$ cat config.mk
export PLATFORM = sky130hd
export DESIGN_NAME = dcp_sqrt
export DESIGN_NICKNAME = d
export VERILOG_FILES = /design/src/dalitz_cubic_polynomial_pdf_core_macros.svh /design/src/dcp_pkg.sv /design/src/dcp_sqrt.sv
export SDC_FILE = /design/constraint.sdc
export NUM_CORES = 2
export LEC_CHECK = 0
export BUFFER_PORTS_ARGS = -buffer_cell sky130_fd_sc_hd__buf_2
export CAP_MARGIN = 10
export CORE_MARGIN = 8
export CORE_UTILIZATION = 44
export CTS_CLUSTER_SIZE = 24
export DETAILED_ROUTE_END_ITERATION = 8
export GPL_ROUTABILITY_DRIVEN = 1
export SETUP_SLACK_MARGIN = 0.4
export SYNTH_ARGS = -nofsm -noshare
export SYNTH_HDL_FRONTEND = slang
export SYNTH_SLANG_ARGS = --single-unit
$ cat constraint.sdc
create_clock -name clk -period 4.3 [get_ports clk]
set_clock_uncertainty 0.05 [all_clocks]
set_input_delay 0.645 -clock clk [delete_from_list [all_inputs] [get_ports clk]]
set_output_delay 0.645 -clock clk [all_outputs]
set_load 0.02 [all_outputs]
$ cat src/dalitz_cubic_polynomial_pdf_core_macros.svh
// Assertion macros shared by the core files.
`ifndef DALITZ_CUBIC_POLYNOMIAL_PDF_CORE_MACROS_SVH
`define DALITZ_CUBIC_POLYNOMIAL_PDF_CORE_MACROS_SVH

// Same-cycle implication, sampled on clk, off while rst_n is low.
`define DCP_ASSERT_SAME(label, ante, cons, msg) \
    label: assert property (@(posedge clk) disable iff (!rst_n) (ante) |-> (cons)) \
        else $error(msg);

// Next-cycle implication, sampled on clk, off while rst_n is low.
`define DCP_ASSERT_NEXT(label, ante, cons, msg) \
    label: assert property (@(posedge clk) disable iff (!rst_n) (ante) |=> (cons)) \
        else $error(msg);

`endif

$ cat src/dcp_pkg.sv
// Types, constants and register codes for the Dalitz polynomial density core.
package dcp_pkg;

    localparam int MASS_FRACTION_BITS = 30;
    localparam int MASS_W             = 32;
    localparam int UW                 = MASS_W + 30 - MASS_FRACTION_BITS;
    localparam int SQ_STEPS           = 32;
    localparam int DIV_STEPS          = 32;
    localparam int CFG_IDX_W          = 3;

    localparam logic [CFG_IDX_W-1:0] CFG_COEF_LINEAR  = 3'd0;
    localparam logic [CFG_IDX_W-1:0] CFG_COEF_SQUARE  = 3'd1;
    localparam logic [CFG_IDX_W-1:0] CFG_COEF_CROSS   = 3'd2;
    localparam logic [CFG_IDX_W-1:0] CFG_COEF_CUBE    = 3'd3;
    localparam logic [CFG_IDX_W-1:0] CFG_COEF_M12SQ   = 3'd4;
    localparam logic [CFG_IDX_W-1:0] CFG_OUTSIDE_FLR  = 3'd5;

    // Q30 constants, rounded half up: floor((2*N*2^30 + D) / (2*D))
    localparam logic [127:0] MSQ_X =
        (((128'd18645 * 128'd18645) << 31) + 128'd100000000) / 128'd200000000;
    localparam logic [127:0] M1SQ_X =
        (((128'd493677 * 128'd493677) << 31) + 128'd1000000000000)
        / 128'd2000000000000;
    localparam logic [127:0] M2SQ_X =
        (((128'd13957018 * 128'd13957018) << 31) + 128'd10000000000000000)
        / 128'd20000000000000000;
    localparam logic [127:0] M3SQ_X =
        (((128'd1349766 * 128'd1349766) << 31) + 128'd100000000000000)
        / 128'd200000000000000;
    localparam logic [127:0] M2Q_X =
        ((128'd13957018 << 31) + 128'd100000000) / 128'd200000000;
    localparam logic [127:0] M3Q_X =
        ((128'd1349766 << 31) + 128'd10000000) / 128'd20000000;

    localparam logic [31:0] MSQ    = 32'(MSQ_X);
    localparam logic [31:0] M1SQ   = 32'(M1SQ_X);
    localparam logic [31:0] M2SQ   = 32'(M2SQ_X);
    localparam logic [31:0] M3SQ   = 32'(M3SQ_X);
    localparam logic [31:0] M2Q    = 32'(M2Q_X);
    localparam logic [31:0] M3Q    = 32'(M3Q_X);
    localparam logic [63:0] M2Q_SQ = 64'(M2Q_X * M2Q_X);
    localparam logic [63:0] M3Q_SQ = 64'(M3Q_X * M3Q_X);
    localparam logic [32:0] SUMSQ  = 33'(MSQ_X + M1SQ_X + M2SQ_X + M3SQ_X);

    typedef struct packed {
        logic [MASS_W-1:0] mass12_squared;
        logic [MASS_W-1:0] mass13_squared;
    } dcp_event_t;

    typedef struct packed {
        logic signed [47:0] density_value;
        logic               inside_region;
    } dcp_result_t;

endpackage

$ cat src/dcp_sqrt.sv
// Pipelined integer square root, one result bit per stage.
module dcp_sqrt (
    input  logic        clk,
    input  logic        en,
    input  logic [63:0] radicand,
    output logic [31:0] root
);
    import dcp_pkg::*;

    logic [63:0] x_cur [SQ_STEPS];
    logic [63:0] r_cur [SQ_STEPS];
    logic [63:0] x_reg [SQ_STEPS];
    logic [63:0] r_reg [SQ_STEPS];

    assign x_cur[0] = radicand;
    assign r_cur[0] = '0;

    for (genvar k = 0; k < SQ_STEPS; k++)
    begin : g_step
        localparam logic [63:0] STEP_BIT = 64'd1 << (62 - 2 * k);
        logic [63:0] trial;

        if (k > 0)
        begin : g_link
            assign x_cur[k] = x_reg[k-1];
            assign r_cur[k] = r_reg[k-1];
        end

        assign trial = r_cur[k] + STEP_BIT;

        always_ff @(posedge clk)
        begin
            if (en)
            begin
                if (x_cur[k] >= trial)
                begin
                    x_reg[k] <= x_cur[k] - trial;
                    r_reg[k] <= (r_cur[k] >> 1) + STEP_BIT;
                end
                else
                begin
                    x_reg[k] <= x_cur[k];
                    r_reg[k] <= r_cur[k] >> 1;
                end
            end
        end
    end

    assign root = r_reg[SQ_STEPS-1][31:0];

endmodule

After elaboration in Yosys (flattened, before gate mapping)
Memory sizes are Yosys's and may differ from the RTL's.
Index checks and enable logic that the tools add are counted.
{"block": "word_totals", "regBits": 0, "ramBits": 4096, "memories": 2}
{"name": "r_reg", "depth": 32, "width": 64, "rd": 32, "rd_ports_with_merged_regs": 0, "wr": 32, "line": "dcp_sqrt.sv:13", "rtl": "logic [63:0] r_reg [SQ_STEPS];"}
{"name": "x_reg", "depth": 32, "width": 64, "rd": 31, "rd_ports_with_merged_regs": 0, "wr": 32, "line": "dcp_sqrt.sv:12", "rtl": "logic [63:0] x_reg [SQ_STEPS];"}
{"block": "classes", "addsub": 94, "n_lt_le_gt_ge": 32, "n_mux": 256, "bitwise_logic": 64}
{"operator": "$mux 64", "count": 64}
{"operator": "$ge 64x64->1", "count": 31}
{"operator": "$sub 64x64->64", "count": 31}
{"operator": "$mux 1", "count": 192}
{"operator": "$add 63x1->64 const B", "count": 1}
{"operator": "$add 63x11->64 const B", "count": 1}
{"operator": "$add 63x13->64 const B", "count": 1}
{"operator": "$add 63x15->64 const B", "count": 1}
{"operator": "$add 63x17->64 const B", "count": 1}
{"operator": "$add 63x19->64 const B", "count": 1}
{"operator": "$add 63x21->64 const B", "count": 1}
{"operator": "$add 63x23->64 const B", "count": 1}
{"operator": "$add 63x25->64 const B", "count": 1}
{"operator": "$add 63x27->64 const B", "count": 1}
{"operator": "$add 63x29->64 const B", "count": 1}
{"operator": "$add 63x3->64 const B", "count": 1}
{"operator": "$add 63x31->64 const B", "count": 1}
{"operator": "$add 63x33->64 const B", "count": 1}
{"operator": "$add 63x35->64 const B", "count": 1}
{"operator": "$add 63x37->64 const B", "count": 1}
{"operator": "$add 63x39->64 const B", "count": 1}
{"operator": "$add 63x41->64 const B", "count": 1}
{"operator": "$add 63x43->64 const B", "count": 1}
{"operator": "$add 63x45->64 const B", "count": 1}
{"operator": "other kinds (45)", "count": 108}

Depth between registers and ports, before layout
An unclocked memory read counts as a cell.
{"block": "logic_depth", "depth_word": 7, "depth_mapped": 15}

Least setup slack after synthesis
Ideal clock, no wire load.
{"block": "synth_path", "path_kind": "in2reg", "from": "in en", "to": "mem r_reg[28][6], in the netlist r_reg[1][774] (enable)", "setup_ns": 0.485, "t_arrival_ns": 4.026, "t_required_ns": 3.765, "path_slack_ns": -0.261, "stages": 4, "path_cell_list": "clkbuf_1 -> clkbuf_1 -> clkbuf_1 -> clkbuf_1"}
{"element": "from (decl)", "line": "dcp_sqrt.sv:4", "rtl": "input logic en,"}
{"element": "to (decl)", "line": "dcp_sqrt.sv:13"}

==> flow_summary_export.csv <==
group,metric,value,unit
worst_hold_path,hold_path_class,"input pin to flip-flop",
cts,clkSlewWorstSetupHoldPaths,0.06,ns
power,total_leakage_power,51.9,nW
place,placed_cell_area,127000,sq um
floorplan,die-width,539,um
floorplan,coreArea,273000,sq um
yosys,synthCells,9611,
timing,max_freq,252,MHz
global_route,grt_usage,20.0,%
timing,final_period_minus_worst_setup_slack,3.96,ns
run_status,result_of_the_run,"completed",
cts,cts-htree-levels,5,
layout,finalNetCount,10800,
critical_path,critical_path.reg2reg.endpoint,"x_reg[1][508]",
route,dr.pass1.iters,6,
global_route,grt_first_pass_wirelength,456000,um
critical_path,worstReg2RegStart,"x_reg[1][435]",
global_route,grt_pass1_vias,75300,
route,drt_iter0_drc,7483,
cts,cts_max_path_buffers,4,
floorplan,floorplan.die.height,539,um
place,hpwl,228000,um
yosys,synth.top_cell.area_share,62.6,%
timing,period_utilisation_layout,92.1,%
critical_path,regToRegSetupSlack,0.34,ns
timing,final_max_slew_viol_count,0,
critical_path,critical_path_s_top_delay_family,"simple AND/OR/NAND/NOR gates",
place,portBuffers,97,
yosys,synth_area_per_cell,12.5,sq um
cts,cts_buffers,279,
global_route,grt_overflow,0,
flow_run,drv_cap,0,
route,ratio_of_routed_vias_to_standard_cells,5.60,
timing,timing.final.hold_violations,0,
yosys,yosysUniqueCellTypes,96,
cts,clkLatencyLatePin,0.91,ns
worst_hold_path,hold-path-endpoint,"x_reg[0][63]",
critical_path,worst-r2r-cell-count,12,
timing,setup_viol_count_final,0,
power,irDropWorstVdd,354,uV
yosys,synth_ff_type,"sky130_fd_sc_hd__edfxtp_1",
timing,maxSlewHeadroom,20.5,%
yosys,top_cells_by_instance_count_after_synthesis,"sky130_fd_sc_hd__edfxtp_1 (2,512), sky130_fd_sc_hd__inv_1 (701), sky130_fd_sc_hd__nand2_1 (695), sky130_fd_sc_hd__ha_1 (558), sky130_fd_sc_hd__nor2_1 (556)",
global_route,antenna_found_initial,14,
yosys,synth-seq-cells,2512,
critical_path,worst_path_buf_inv,2,
critical_path,worst_setup_end_kind,"flip-flop",
place,gp_congestion,0.931,
critical_path,required_time_reported_for_the_critical_path_endpoint,4.83,ns
cts,cts_tree,"done",
timing,worst_hold_margin,0.0714,ns
yosys,netlist.top_cell.by_area,"sky130_fd_sc_hd__edfxtp_1",
timing,unrepaired_setup_endpoints_after_global_routing,"true",
yosys,syn-num-nets,10200,
power,power.density,532,nW/um^2
global_route,largest_net_degree_at_the_start_of_global_routing,166,
layout,areaGrowthSynthToFinish,15.0,%
layout,final_area,139000,sq um
yosys,synth_edf_count,2512,
floorplan,initial_utilization,44.1,%
route,post_route_antenna_net_violation_count,0,
yosys,synth-warning-count,0,
critical_path,worst_path_max_delay_cell,"sky130_fd_sc_hd__or4b_4",
route,vias,78100,
cts,clock_sink_count,2512,
floorplan,num_rows,192,
yosys,yosys-top-cells-area,"sky130_fd_sc_hd__edfxtp_1 (63%), sky130_fd_sc_hd__ha_1 (5.8%), sky130_fd_sc_hd__xor2_1 (3.4%)",
yosys,synth_area,120000,sq um
worst_hold_path,timing.hold.worst_path_depth,3,
route,route.detailed.wl_per_inst,21.8,um
layout,fill_cell_count,23300,
critical_path,critical_path_class,"flip-flop to flip-flop",
layout,final_layout_size_suffix_gt1_share,11.2,%
floorplan,design.portCount,98,
critical_path,critical_path_arrival,4.49,ns
yosys,postSynth.asyncResetShare,0,%
critical_path,critPathMaxStageDelay,0.57,ns
timing,worst_pin_slew,1.18,ns
route,finalWirelength,305000,um
critical_path,crit_path_cell_trace,"or4_4 > or4b_4 > nor3_4 > nand2b_1 > or3_4 > or3_4 > a2111oi_4 > buf_6 > buf_12 > or4_4 > nor2_2 > xor2_2",
critical_path,startpoint_type,"flip-flop",
route,drc,0,
yosys,synthMostInstantiatedCell,"sky130_fd_sc_hd__edfxtp_1",
floorplan,die_area,291000,sq um
critical_path,worst-path-max-fanout,6,
yosys,synth_seq_area_share,62.6,%
power,total_power,0.0736,W
worst_hold_path,hold_path_startpoint,"radicand[63]",
cts,clock-root-buffer,"sky130_fd_sc_hd__clkbuf_16",
layout,largest_reg_flops,1984,
==> power by group <==
| group | total, W | switching (W) | internal [W] |
|---|---|---|---|
| combinational | 0.0158 | 0.00928 | 0.00651 |
| sequential | 0.0337 | 0.00266 | 0.0310 |
| clock | 0.0242 | 0.00976 | 0.0144 |
==> per-stage QoR <==
step	setup TNS, ns	instances	utilization, %	setup WS [ns]
6_report	0	14000	50.8	0.338
3_3_place_gp	-9.44	13300	46.4	-0.586
5_1_grt	0	14000	50.8	0.234
2_1_floorplan	-5.54	9611	-	-0.0433
4_1_cts	0	13900	50.2	0.331
3_5_place_dp	-7.09	13300	46.4	-0.527
==> worst register-to-register path: cells and delay by family (launching register included) <==
| kind | cells | cell delay [ns] |
|---|---|---|
| XOR/XNOR | 1 | 0.16 |
| flip-flops | 1 | 0.41 |
| AND/OR/NAND/NOR | 8 | 2.40 |
| AO/OA/AOI/OAI | 1 | 0.34 |
| buffers and inverters | 2 | 0.33 |
==> layout by cell type (no fill, tap or decap), drive strengths merged, types with 49 or more instances in the layout <==
master	synthesis	final
clkinv	1	104
xnor2	410	410
nand3	165	165
ha	558	558
nor4	360	360
or3	121	121
o31ai	49	49
nor2b	64	64
dlygate4sd3	0	63
o21a	100	100
o21bai	52	52
nor2	556	556
mux2	53	53
nand2b	113	113
buf	22	408
a21o	242	242
or4	62	62
o21ai	538	538
inv	702	712
a21oi	533	533
nand4	142	142
a211oi	49	49
nand2	695	695
edfxtp	2512	2512
clkbuf	192	336
nor3	258	258
xor2	468	468
==> kinds of logic after synthesis <==
group / after synthesis / synth area share (%)
muxes: 65 / 0.595
xor gates and xnor gates: 878 / 6.39
adders and majority gates: 558 / 5.80
AOI/OAI and AO/OA: 1849 / 9.56
buffers and inverters: 917 / 2.88
DFF: 2512 / 62.6
and+or+nand+nor: 2832 / 12.1
==> cell type report <==
class	instances	area, sq um	area share [%]
repair buffers	472	3820	2.76
inverters	703	2640	1.91
flip-flops and latches	2512	75400	54.5
well taps	3589	4490	3.24
diodes	4	10.0	0.00723
multi-input cells	6182	42800	30.9
clock buffers	335	7340	5.30
clock inverters	167	1940	1.40
==> per-layer routing <==
metal  part of all wire [%]  GRT usage (%)  vias to the layer above
li1                       -              -                    37000
met1                     46           29.1                    38300
met2                     44           30.5                     2376
met3                    7.1           3.43                      477
met4                    3.2           6.37                        2
met5                 0.0043              0                        -
==> repair_timing <==
item | CTS | global route
pin swaps | 11 | 60
cloned | 0 | 2
hold buffers | 63 | 0
gates resized for setup | 59 | 213
hold endpoints to repair | 63 | 0
setup endpoints to repair | 226 | 346
setup buffers | 11 | 50
==> how the worst max path moves through the flow <==
stage                     slack, ns           from       endpoint  cells after the start
final                          0.34  x_reg[1][435]  x_reg[1][508]                     12
after CTS                      0.33  r_reg[1][774]  x_reg[1][892]                     14
after global placement        -0.59  x_reg[1][170]  x_reg[1][254]                     11
after global routing           0.23  x_reg[1][435]  x_reg[1][503]                     11
after detailed placement      -0.53  x_reg[1][170]  x_reg[1][254]                     11
after floorplan               -0.04             en  r_reg[1][898]                      3
No activity file was read; power rests on OpenSTA's default activity.
